<file path="src/hw/rtl/median9_smoothing_filter_core_assert.svh">
// assertion macros shared by the median smoother rtl
// expects clk_i and rst_ni in the scope where a macro is used
`ifndef MEDIAN9_SMOOTHING_FILTER_CORE_ASSERT_SVH
`define MEDIAN9_SMOOTHING_FILTER_CORE_ASSERT_SVH

// same-cycle implication, checked out of reset
`define M9_ASSERT_IMP(lbl, ante, cons, msg) \
  lbl: assert property (@(posedge clk_i) disable iff (!rst_ni) (ante) |-> (cons)) \
    else $error(msg);

// next-cycle implication, checked out of reset
`define M9_ASSERT_NXT(lbl, ante, cons, msg) \
  lbl: assert property (@(posedge clk_i) disable iff (!rst_ni) (ante) |=> (cons)) \
    else $error(msg);

`endif

</file>
<file path="src/hw/rtl/med9_pkg.sv">
// shared constants, types and the median network for the median smoother
// no dependencies
package med9_pkg;

  localparam int CHANNELS   = 4;
  localparam int WIN        = 9;
  localparam int CH_W       = 2;
  localparam int SMP_W      = 13;
  localparam int CNT_W      = 4;
  localparam int BANKS      = 2;
  localparam int RAM_DEPTH  = CHANNELS * BANKS * WIN;
  localparam int ADDR_W     = $clog2(RAM_DEPTH);
  localparam int RD_SLOTS   = WIN - 1;
  localparam int JOBQ_DEPTH = 4;
  localparam int JQ_PTR_W   = $clog2(JOBQ_DEPTH);
  localparam int RESQ_DEPTH = 2;
  localparam int RQ_PTR_W   = $clog2(RESQ_DEPTH);
  localparam int SUM_W      = SMP_W + 3;

  typedef logic [CH_W-1:0] ch_t;
  typedef logic signed [SMP_W-1:0] smp_t;
  typedef logic [CNT_W-1:0] cnt_t;
  typedef logic [WIN-1:0][SMP_W-1:0] win_t;

  // one completed window waiting for the median unit
  typedef struct packed {
    ch_t  ch;
    logic bank;
    smp_t sample;
  } job_t;

  // window ram write port
  typedef struct packed {
    logic              en;
    logic [ADDR_W-1:0] addr;
    smp_t              data;
  } ram_wr_t;

  // bank release from the read side
  typedef struct packed {
    logic valid;
    ch_t  ch;
    logic bank;
  } rel_t;

  typedef struct packed {
    ch_t  ch;
    smp_t median;
    smp_t smoothed;
  } res_t;

  // ram address of one slot of one bank of one channel
  function automatic logic [ADDR_W-1:0] ram_addr(ch_t ch, logic bank, cnt_t slot);
    logic [ADDR_W-1:0] a;
    a = ADDR_W'(ch) * ADDR_W'(BANKS * WIN) + ADDR_W'(bank) * ADDR_W'(WIN) + ADDR_W'(slot);
    return a;
  endfunction

  // order two elements so the smaller sits at index a
  function automatic win_t cswap(win_t w, int unsigned a, int unsigned b);
    win_t r;
    r = w;
    if ($signed(w[a]) > $signed(w[b])) begin
      r[a] = w[b];
      r[b] = w[a];
    end
    return r;
  endfunction

  // network layers one to three
  function automatic win_t net_a(win_t w);
    win_t r;
    r = w;
    r = cswap(r, 1, 2); r = cswap(r, 4, 5); r = cswap(r, 7, 8);
    r = cswap(r, 0, 1); r = cswap(r, 3, 4); r = cswap(r, 6, 7);
    r = cswap(r, 1, 2); r = cswap(r, 4, 5); r = cswap(r, 7, 8);
    return r;
  endfunction

  // network layers four to six
  function automatic win_t net_b(win_t w);
    win_t r;
    r = w;
    r = cswap(r, 0, 3); r = cswap(r, 5, 8); r = cswap(r, 4, 7);
    r = cswap(r, 3, 6); r = cswap(r, 1, 4); r = cswap(r, 2, 5);
    r = cswap(r, 4, 7);
    return r;
  endfunction

  // last three steps, median lands in the middle slot
  function automatic smp_t net_c(win_t w);
    win_t r;
    r = w;
    r = cswap(r, 4, 2);
    r = cswap(r, 6, 4);
    r = cswap(r, 4, 2);
    return smp_t'(r[4]);
  endfunction

endpackage

</file>
<file path="src/hw/rtl/median9_smoothing_filter_core.sv">
// top level of the nine-sample median smoother
// depends on med9_pkg, med9_ram, med9_front, med9_jobq, med9_back and the assert header
//
// Accepts one tagged sample per cycle while full is low. Each channel fills a nine-sample
// window; the first eight samples go to a double-banked window ram, and the ninth hands
// the window to the back end through a four-entry queue. The back end reads the eight
// stored slots through the single ram read port, one per cycle while the output queue has
// room, then runs the compare-swap network in three registered steps and smooths the
// median in one more. A result waits in a two-entry output queue. full rises only when
// the window queue is full or a channel completes a bank before the previous window of
// that channel was read out; while the output queue is full the back end stalls. A
// channel number of CHANNELS or more is dropped. The window ram needs no clearing after
// reset.
`include "median9_smoothing_filter_core_assert.svh"

module median9_smoothing_filter_core (
  input  logic           clk_i,
  input  logic           rst_ni,
  input  logic           push,
  output logic           full,
  input  med9_pkg::ch_t  channel_i,
  input  med9_pkg::smp_t sample_i,
  output logic           empty,
  input  logic           pop,
  output med9_pkg::ch_t  out_channel_o,
  output med9_pkg::smp_t median_o,
  output med9_pkg::smp_t smoothed_o
);
  import med9_pkg::*;

  ram_wr_t           ram_wr;
  logic              job_push;
  job_t              job;
  job_t              jq_head;
  logic              jq_full;
  logic              jq_empty;
  logic              jq_pop;
  rel_t              rel;
  logic              rd_en;
  logic [ADDR_W-1:0] rd_addr;
  smp_t              rdata;
  res_t              res;

  // sample intake
  med9_front u_front (
    .clk_i      (clk_i),
    .rst_ni     (rst_ni),
    .push_i     (push),
    .channel_i  (channel_i),
    .sample_i   (sample_i),
    .jq_full_i  (jq_full),
    .rel_i      (rel),
    .full_o     (full),
    .job_push_o (job_push),
    .job_o      (job),
    .wr_o       (ram_wr)
  );

  // window storage
  med9_ram #(
    .WIDTH (SMP_W),
    .DEPTH (RAM_DEPTH)
  ) u_ram (
    .clk_i   (clk_i),
    .we_i    (ram_wr.en),
    .waddr_i (ram_wr.addr),
    .wdata_i (ram_wr.data),
    .re_i    (rd_en),
    .raddr_i (rd_addr),
    .rdata_o (rdata)
  );

  // completed windows
  med9_jobq u_jobq (
    .clk_i   (clk_i),
    .rst_ni  (rst_ni),
    .push_i  (job_push),
    .job_i   (job),
    .pop_i   (jq_pop),
    .head_o  (jq_head),
    .full_o  (jq_full),
    .empty_o (jq_empty)
  );

  // median and smoothing
  med9_back u_back (
    .clk_i      (clk_i),
    .rst_ni     (rst_ni),
    .jq_empty_i (jq_empty),
    .jq_head_i  (jq_head),
    .jq_pop_o   (jq_pop),
    .rd_en_o    (rd_en),
    .rd_addr_o  (rd_addr),
    .rdata_i    (rdata),
    .rel_o      (rel),
    .pop_i      (pop),
    .empty_o    (empty),
    .res_o      (res)
  );

  assign out_channel_o = res.ch;
  assign median_o      = res.median;
  assign smoothed_o    = res.smoothed;

  // checks
  `M9_ASSERT_IMP(a_full_blocks_intake, push && full, !ram_wr.en && !job_push, "sample taken while full")
  `M9_ASSERT_IMP(a_ninth_not_stored, job_push, !ram_wr.en, "ninth sample written to window ram")
  `M9_ASSERT_IMP(a_release_disjoint, rel.valid && job_push, (rel.ch != job.ch) || (rel.bank != job.bank), "bank released and completed together")
  `M9_ASSERT_IMP(a_jobq_pop_nonempty, jq_pop, !jq_empty, "window queue popped while empty")

endmodule

</file>
<file path="src/hw/rtl/med9_ram.sv">
// generic simple dual-port ram, one write port and one registered read port
// no dependencies
module med9_ram #(
  parameter int WIDTH = 8,
  parameter int DEPTH = 16
) (
  input  logic                     clk_i,
  input  logic                     we_i,
  input  logic [$clog2(DEPTH)-1:0] waddr_i,
  input  logic [WIDTH-1:0]         wdata_i,
  input  logic                     re_i,
  input  logic [$clog2(DEPTH)-1:0] raddr_i,
  output logic [WIDTH-1:0]         rdata_o
);

  logic [WIDTH-1:0] mem_q [DEPTH];
  logic [WIDTH-1:0] rdata_q;

  // storage
  always_ff @(posedge clk_i) begin
    if (we_i) begin
      mem_q[waddr_i] <= wdata_i;
    end
  end

  // registered read, holds while idle
  always_ff @(posedge clk_i) begin
    if (re_i) begin
      rdata_q <= mem_q[raddr_i];
    end
  end

  assign rdata_o = rdata_q;

endmodule

</file>
<file path="src/hw/rtl/med9_front.sv">
// front end: takes samples, keeps per-channel fill counts and bank flags
// depends on med9_pkg
module med9_front (
  input  logic               clk_i,
  input  logic               rst_ni,
  input  logic               push_i,
  input  med9_pkg::ch_t      channel_i,
  input  med9_pkg::smp_t     sample_i,
  input  logic               jq_full_i,
  input  med9_pkg::rel_t     rel_i,
  output logic               full_o,
  output logic               job_push_o,
  output med9_pkg::job_t     job_o,
  output med9_pkg::ram_wr_t  wr_o
);
  import med9_pkg::*;

  cnt_t             count_q [CHANNELS];
  cnt_t             count_d [CHANNELS];
  logic             bank_q  [CHANNELS];
  logic             bank_d  [CHANNELS];
  logic [BANKS-1:0] pend_q  [CHANNELS];
  logic [BANKS-1:0] pend_d  [CHANNELS];
  logic             hazard;
  logic             in_range;
  logic             accept;
  logic             last;

  // a channel filling a bank that is still being read blocks input
  always_comb begin
    hazard = 1'b0;
    for (int c = 0; c < CHANNELS; c++) begin
      hazard = hazard | pend_q[c][bank_q[c]];
    end
  end

  assign full_o   = jq_full_i | hazard;
  assign in_range = int'(channel_i) < CHANNELS;
  assign accept   = push_i & ~full_o & in_range;
  assign last     = count_q[channel_i] == CNT_W'(WIN - 1);

  // first eight samples go to the ram, the ninth rides with the job
  assign wr_o.en   = accept & ~last;
  assign wr_o.addr = ram_addr(channel_i, bank_q[channel_i], count_q[channel_i]);
  assign wr_o.data = sample_i;

  assign job_push_o  = accept & last;
  assign job_o.ch     = channel_i;
  assign job_o.bank   = bank_q[channel_i];
  assign job_o.sample = sample_i;

  // count, bank and pending updates
  always_comb begin
    count_d = count_q;
    bank_d  = bank_q;
    pend_d  = pend_q;
    if (rel_i.valid) begin
      pend_d[rel_i.ch][rel_i.bank] = 1'b0;
    end
    if (accept) begin
      if (last) begin
        count_d[channel_i] = '0;
        bank_d[channel_i]  = ~bank_q[channel_i];
        pend_d[channel_i][bank_q[channel_i]] = 1'b1;
      end else begin
        count_d[channel_i] = count_q[channel_i] + CNT_W'(1);
      end
    end
  end

  always_ff @(posedge clk_i or negedge rst_ni) begin
    if (!rst_ni) begin
      for (int c = 0; c < CHANNELS; c++) begin
        count_q[c] <= '0;
        bank_q[c]  <= 1'b0;
        pend_q[c]  <= '0;
      end
    end else begin
      count_q <= count_d;
      bank_q  <= bank_d;
      pend_q  <= pend_d;
    end
  end

endmodule

</file>
<file path="src/hw/rtl/med9_jobq.sv">
// short queue of completed windows between front and back
// depends on med9_pkg
module med9_jobq (
  input  logic            clk_i,
  input  logic            rst_ni,
  input  logic            push_i,
  input  med9_pkg::job_t  job_i,
  input  logic            pop_i,
  output med9_pkg::job_t  head_o,
  output logic            full_o,
  output logic            empty_o
);
  import med9_pkg::*;

  job_t                mem_q [JOBQ_DEPTH];
  logic [JQ_PTR_W-1:0] wptr_q, wptr_d;
  logic [JQ_PTR_W-1:0] rptr_q, rptr_d;
  logic [JQ_PTR_W:0]   cnt_q, cnt_d;
  logic                do_push;
  logic                do_pop;

  assign full_o  = cnt_q == (JQ_PTR_W + 1)'(JOBQ_DEPTH);
  assign empty_o = cnt_q == '0;
  assign do_push = push_i & ~full_o;
  assign do_pop  = pop_i & ~empty_o;
  assign head_o  = mem_q[rptr_q];

  // pointer and fill updates
  always_comb begin
    wptr_d = do_push ? wptr_q + JQ_PTR_W'(1) : wptr_q;
    rptr_d = do_pop ? rptr_q + JQ_PTR_W'(1) : rptr_q;
    cnt_d  = cnt_q;
    if (do_push && !do_pop) begin
      cnt_d = cnt_q + (JQ_PTR_W + 1)'(1);
    end else if (!do_push && do_pop) begin
      cnt_d = cnt_q - (JQ_PTR_W + 1)'(1);
    end
  end

  always_ff @(posedge clk_i or negedge rst_ni) begin
    if (!rst_ni) begin
      wptr_q <= '0;
      rptr_q <= '0;
      cnt_q  <= '0;
    end else begin
      wptr_q <= wptr_d;
      rptr_q <= rptr_d;
      cnt_q  <= cnt_d;
    end
  end

  // entry storage
  always_ff @(posedge clk_i) begin
    if (do_push) begin
      mem_q[wptr_q] <= job_i;
    end
  end

endmodule

</file>
<file path="src/hw/rtl/med9_back.sv">
// back end: reads a window, runs the median network, smooths, queues results
// depends on med9_pkg
module med9_back (
  input  logic                        clk_i,
  input  logic                        rst_ni,
  input  logic                        jq_empty_i,
  input  med9_pkg::job_t              jq_head_i,
  output logic                        jq_pop_o,
  output logic                        rd_en_o,
  output logic [med9_pkg::ADDR_W-1:0] rd_addr_o,
  input  med9_pkg::smp_t              rdata_i,
  output med9_pkg::rel_t              rel_o,
  input  logic                        pop_i,
  output logic                        empty_o,
  output med9_pkg::res_t              res_o
);
  import med9_pkg::*;

  logic                             en;
  logic                             rq_full;
  logic                             active_q, active_d;
  cnt_t                             slot_q, slot_d;
  job_t                             job_q, job_d;
  job_t                             cur_job;
  cnt_t                             cur_slot;
  logic                             start;
  logic                             issue;
  logic                             last_issue;
  logic                             rv_q, rlast_q;
  ch_t                              meta_ch_q;
  smp_t                             meta_smp_q;
  logic [RD_SLOTS-2:0][SMP_W-1:0]   win_q;
  win_t                             full_win;
  logic                             s1_v_q, s2_v_q, s3_v_q;
  win_t                             s1_w_q, s2_w_q;
  ch_t                              s1_ch_q, s2_ch_q, s3_ch_q;
  smp_t                             s3_med_q;
  smp_t                             smooth_q [CHANNELS];
  logic                             primed_q [CHANNELS];
  smp_t                             old_val;
  logic signed [SUM_W-1:0]          sum;
  smp_t                             sm_val;
  logic                             res_push;
  logic                             res_pop;
  res_t                             rq_mem_q [RESQ_DEPTH];
  logic [RQ_PTR_W-1:0]              rq_wptr_q, rq_rptr_q;
  logic [RQ_PTR_W:0]                rq_cnt_q, rq_cnt_d;

  // whole back end advances only while the result queue has room
  assign en = ~rq_full;

  // read sequencer: eight slots per window
  assign start      = en & ~active_q & ~jq_empty_i;
  assign issue      = start | (en & active_q);
  assign cur_job    = active_q ? job_q : jq_head_i;
  assign cur_slot   = active_q ? slot_q : '0;
  assign last_issue = issue & (cur_slot == CNT_W'(RD_SLOTS - 1));

  assign jq_pop_o   = start;
  assign rd_en_o    = issue;
  assign rd_addr_o  = ram_addr(cur_job.ch, cur_job.bank, cur_slot);
  assign rel_o.valid = last_issue;
  assign rel_o.ch    = cur_job.ch;
  assign rel_o.bank  = cur_job.bank;

  always_comb begin
    active_d = active_q;
    slot_d   = slot_q;
    job_d    = job_q;
    if (issue) begin
      active_d = ~last_issue;
      slot_d   = cur_slot + CNT_W'(1);
      job_d    = cur_job;
    end
  end

  always_ff @(posedge clk_i or negedge rst_ni) begin
    if (!rst_ni) begin
      active_q <= 1'b0;
      rv_q     <= 1'b0;
      rlast_q  <= 1'b0;
      s1_v_q   <= 1'b0;
      s2_v_q   <= 1'b0;
      s3_v_q   <= 1'b0;
    end else begin
      active_q <= active_d;
      if (en) begin
        rv_q    <= issue;
        rlast_q <= last_issue;
        s1_v_q  <= rv_q & rlast_q;
        s2_v_q  <= s1_v_q;
        s3_v_q  <= s2_v_q;
      end
    end
  end

  // window assembly: seven slots shifted in, eighth straight from the ram
  assign full_win = {meta_smp_q, rdata_i, win_q};

  always_ff @(posedge clk_i) begin
    slot_q <= slot_d;
    job_q  <= job_d;
    if (en) begin
      if (last_issue) begin
        meta_ch_q  <= cur_job.ch;
        meta_smp_q <= cur_job.sample;
      end
      if (rv_q && !rlast_q) begin
        win_q <= {rdata_i, win_q[RD_SLOTS-2:1]};
      end
      // median network, three registered steps
      s1_w_q   <= net_a(full_win);
      s1_ch_q  <= meta_ch_q;
      s2_w_q   <= net_b(s1_w_q);
      s2_ch_q  <= s1_ch_q;
      s3_med_q <= net_c(s2_w_q);
      s3_ch_q  <= s2_ch_q;
    end
  end

  // smoothing: floor((old*3 + median) / 4), or load on first median
  assign old_val  = smooth_q[s3_ch_q];
  assign sum      = (SUM_W'(old_val) <<< 1) + SUM_W'(old_val) + SUM_W'(s3_med_q);
  assign sm_val   = primed_q[s3_ch_q] ? smp_t'(sum[SMP_W+1:2]) : s3_med_q;
  assign res_push = en & s3_v_q;

  always_ff @(posedge clk_i or negedge rst_ni) begin
    if (!rst_ni) begin
      for (int c = 0; c < CHANNELS; c++) begin
        primed_q[c] <= 1'b0;
      end
    end else if (res_push) begin
      primed_q[s3_ch_q] <= 1'b1;
    end
  end

  always_ff @(posedge clk_i) begin
    if (res_push) begin
      smooth_q[s3_ch_q] <= sm_val;
    end
  end

  // two-entry result queue
  assign rq_full = rq_cnt_q == (RQ_PTR_W + 1)'(RESQ_DEPTH);
  assign empty_o = rq_cnt_q == '0;
  assign res_pop = pop_i & ~empty_o;
  assign res_o   = rq_mem_q[rq_rptr_q];

  always_comb begin
    rq_cnt_d = rq_cnt_q;
    if (res_push && !res_pop) begin
      rq_cnt_d = rq_cnt_q + (RQ_PTR_W + 1)'(1);
    end else if (!res_push && res_pop) begin
      rq_cnt_d = rq_cnt_q - (RQ_PTR_W + 1)'(1);
    end
  end

  always_ff @(posedge clk_i or negedge rst_ni) begin
    if (!rst_ni) begin
      rq_wptr_q <= '0;
      rq_rptr_q <= '0;
      rq_cnt_q  <= '0;
    end else begin
      rq_cnt_q <= rq_cnt_d;
      if (res_push) begin
        rq_wptr_q <= rq_wptr_q + RQ_PTR_W'(1);
      end
      if (res_pop) begin
        rq_rptr_q <= rq_rptr_q + RQ_PTR_W'(1);
      end
    end
  end

  always_ff @(posedge clk_i) begin
    if (res_push) begin
      rq_mem_q[rq_wptr_q].ch       <= s3_ch_q;
      rq_mem_q[rq_wptr_q].median   <= s3_med_q;
      rq_mem_q[rq_wptr_q].smoothed <= sm_val;
    end
  end

endmodule

</file>
<file path="config.mk">
export PLATFORM = sky130hd
export DESIGN_NAME = median9_smoothing_filter_core
export DESIGN_NICKNAME = d
export VERILOG_FILES = /design/src/hw/rtl/med9_pkg.sv /design/src/hw/rtl/median9_smoothing_filter_core.sv /design/src/hw/rtl/med9_ram.sv /design/src/hw/rtl/med9_front.sv /design/src/hw/rtl/med9_jobq.sv /design/src/hw/rtl/med9_back.sv
export VERILOG_INCLUDE_DIRS = /design/src /design/src/hw/rtl
export SDC_FILE = /design/constraint.sdc
export NUM_CORES = 2
export LEC_CHECK = 0
export ABC_AREA = 1
export BUFFER_PORTS_ARGS = -buffer_cell sky130_fd_sc_hd__buf_2
export CAP_MARGIN = 40
export CORE_MARGIN = 2
export CORE_UTILIZATION = 58
export CTS_CLUSTER_DIAMETER = 120
export CTS_CLUSTER_SIZE = 28
export DETAILED_ROUTE_END_ITERATION = 10
export PLACE_DENSITY = 0.77
export SLEW_MARGIN = 10
export SYNTH_ARGS = -nofsm -noshare
export SYNTH_HDL_FRONTEND = slang
export SYNTH_SLANG_ARGS = --single-unit
export TNS_END_PERCENT = 5
</file>
<file path="constraint.sdc">
create_clock -name clk_i -period 5.7 [get_ports clk_i]
set_input_delay 1.14 -clock clk_i [delete_from_list [all_inputs] [get_ports clk_i]]
set_output_delay 1.14 -clock clk_i [all_outputs]
set_load 0.1 [all_outputs]
</file>
==> results list <==
* Outcome: finished, final reports clean
* HPWL reported at the end of detailed placement: about 110 mm
* Post-synthesis instance total: between 5000 and 6000
* Fraction of final layout cells with drive strength greater than 1: 0.1127
- Once layout is done, the placed cells without fillers occupy 0.07517 sq mm.
* Final period utilization: 0.9796
- For flop-to-flop paths, the worst setup slack is 120 ps.
* WP data required: just over 6000 ps
* Via-to-Cell Ratio: 6.091
- No sink is reached through more buffers than the 3 on the longest clock path.
- Setup violations remaining at the end of the flow were counted as 0.
- Final worst hold slack: 432.5 ps
- The detailed router placed around 47000 vias in this run.
* Arr. time, crit path: slightly above 6000 ps
* Fraction of registers with async set or reset after synthesis: 0.03327
- For the worst flop-to-flop path, the logic depth is 37.
- For this run, the top clock speed supported by timing is 179.1 MHz.
- At the pin with the least slew margin, the transition time is ~930 ps.
- The congestion estimate from routability-driven global placement came to a little under 1.
* Library cells used by synthesis: 56
* Die H: ~350 microns
* Quantity of I/O buffers inserted on ports: between 40 and 50
- DRC Markers: 0
- The number of max-slew violations in the final report is 0.
* WS Path Type: reg -> reg
* Detail-routed net length per standard cell: between 20 and 25 microns
- Wires add up to approximately 170 mm.
* Relative area change from synthesis to final layout: 9.719%
- Site row count: around 130
- Global-route layer with the greatest usage: met2
* Yosys warns: 0
- Setup slack on the critical path of the routed design comes to 116.0 ps.
- Among the stages of the critical path, the cell type that occurs most often is nand2_1.
- Post-Route Skew: between 50 and 60 ps
- Effective utilization at floorplan: 0.5826
* Synthesized netlist net count: ~6300
* Maximum fanout along the worst path: 8
- In this run the tightest slew margin relative to its limit is 0.3800.
* Endpoint of the worst register-to-register path: u_back.s3_med_q[8]
- Timing analysis after detailed placement gives a worst setup slack of -217.6 ps.
* Crit end category: flop
* Later-pin clock latency in the skew report: about 760 ps
- Clock tree from TritonCTS: yes
- The floorplan step defined a die boundary enclosing 0.1209 sq mm.
- IO Count: between 40 and 50
- The number of buffers and inverters on the critical path is 6.
* Inserted Clock Buffers: just under 60
* Most used flip-flop cell after synthesis: edfxtp_1
- The most critical setup path has its startpoint at u_back.s2_w_q[36].
- Post-synthesis cell area: ~0.07 sq mm
* Global-route wire length before repair: between 200 and 300 mm
- Across every metal layer, demand over resource in global routing totals 0.2693.
- In this run the worst setup path terminates at u_back.s3_med_q[8].
* Most frequent cells in the layout: 1422 x edfxtp_1, 895 x nand2_1, 703 x nor2_1, 456 x o21ai_0, 430 x inv_1
* Horizontal extent of the die: 347.7 microns
- For met2 alone, demand over resource in global routing was 0.4527.
- After the last flow step, the layout net total stands at 6478.
- The tightest min-delay check is of the reg -> reg type.
* RSZ-0062 raised after global routing: yes
- The clock drives between 1000 and 1500 sinks.
* Antenna diode count: 0
- Initial antenna violation count: 2
- Critical Path Stages: 37
* Maximum number of pins on one net before global-route repair: about 120
- In this run the number of H-tree levels came out at 2.
- Worst hold start: u_back.meta_ch_q[1]
- The synthesized design contains around 1500 register bits.
- After floorplanning, the core was sized to cover between 0.1 and 0.15 sq mm.
* Max stage delay on crit path: 490 ps
* Clk Tree Root Cell: clkbuf_16
- In the global route stage, met3 resource usage came out at 0.02447.
- Crit path max-delay family: simple AND/OR/NAND/NOR gates
- The clock period could shrink to between 5000 and 6000 ps.
- Counting flops with a built-in enable in the synthesized netlist gives approximately 1400.
- Number of maximum-capacitance violations: 0
* CP startpoint kind: flop
- After global routing the overflow that remains totals 0.
- Most common library cell in the layout ignoring fill and taps: edfxtp_1
- The detail route stage leaves a number of antenna-violating nets equal to 0.
- Launch instance of the worst register-to-register path: u_back.s2_w_q[36]
- Averaged over all synthesized cells, the footprint is around 11 sq um.
- After clock tree synthesis, the clock-pin slew on the worst setup and hold paths is 110 ps.
- The number of global-route vias before repair came to between 40000 and 50000.
- The number of failing hold endpoints at the final stage was 0.
* Placed cell area: about 0.072 sq mm
* Slowest cell on the critical path: edfxtp_1
* Proportion of synthesized chip area in sequential cells: 0.6417
* Global Route met1 Usage: 0.3645
- Total iterations of the first detailed-routing run: 6
* Number of DRC markers in iteration 0: around 5400
==> per-layer routing <==
metal	up-vias	share of wire
li1	21850	-
met1	22890	0.40
met2	1965	0.49
met3	375	0.067
met4	2	0.046
met5	-	0.000071
==> worst min path at each step <==
stage                        end  slack, ps  cells after the start
6_report       u_back.s1_ch_q[1]        430                      0
2_1_floorplan  u_back.s1_ch_q[0]        400                      0
3_3_place_gp   u_back.s1_ch_q[0]        400                      0
4_1_cts        u_back.s1_ch_q[1]        430                      0
3_5_place_dp   u_back.s2_ch_q[1]        410                      0
5_1_grt        u_back.s1_ch_q[1]        440                      0
==> cell usage after synthesis (49+ instances only) <==
master,number,share of area
nand4_1,93,0.0085
o221ai_1,164,0.021
ha_1,263,0.048
o21ai_0,477,0.035
clkbuf_1,228,0.012
dfrtp_1,49,0.018
nand2_1,916,0.050
nand3_1,346,0.025
o211ai_1,49,0.0054
nor2_1,725,0.040
mux2i_1,161,0.024
inv_1,466,0.026
edfxtp_1,1422,0.62
a21oi_1,158,0.012
o32ai_1,74,0.0095
and2_1,68,0.0062
==> metrics by stage <==
step	instances	setup TNS, ps	util
floorplan	5997	-1645	-
global placement	7544	-2279	0.6097
detailed placement	7550	-2264	0.6106
CTS	7625	0	0.6247
global route	7730	-6997	0.6392
finish	7730	0	0.6392
==> sequential cells by signal, indices dropped and copies added, names as in the netlist, 3 cells and up, named ones only <==
register and flops:
u_back.full_win 91, u_back.s2_w_q 39, u_back.primed_q 4, u_back.job_q 16, u_jobq.mem_q 64, u_front.count_q 16, u_jobq.cnt_q 3, u_front.bank_q 4
u_ram.mem_q 936, u_ram.rdata_o 13, u_back.s1_w_q 117, u_back.rq_mem_q 56, u_front.pend_q 8, u_back.slot_q 4, u_back.s3_med_q 13, u_back.meta_smp_q 13
u_back.smooth_q 52
==> kinds of logic (layout without fill, tap and decap cells) <==
group	Yosys count	after routing	synth area share
buffers and inverters	764	956	0.04337
multiplexers	167	167	0.02451
AO/OA/AOI/OAI	1058	1058	0.09602
AND/OR/NAND/NOR	2227	2232	0.1380
adder cells (fa/ha/maj)	279	279	0.05270
flip-flops	1473	1473	0.6417
XOR/XNOR	29	29	0.003707
==> timing repair <==
action / CTS / global route
resized for setup: 8 / 219
endpoints found under the setup margin: 38 / 104
hold buffers: 0 / 0
cloned: 0 / 12
buffers inserted: 1 / 93
pin swaps: 0 / 76
==> final cells by class <==
class / instances / area (sq um)
sequential: 1473 / 43970
fill: 8730 / 42430
multi-input combinational: 3765 / 22460
timing repair buffer: 405 / 3406
tap: 1536 / 1922
inverter: 474 / 1795
clock buffer: 69 / 1493
clock inverter: 5 / 107.6
timing repair inverter: 3 / 20.02
Power is left out: the tool's default activity adds up to more than one toggle a clock period on the data nets, which glitch-free logic cannot reach.
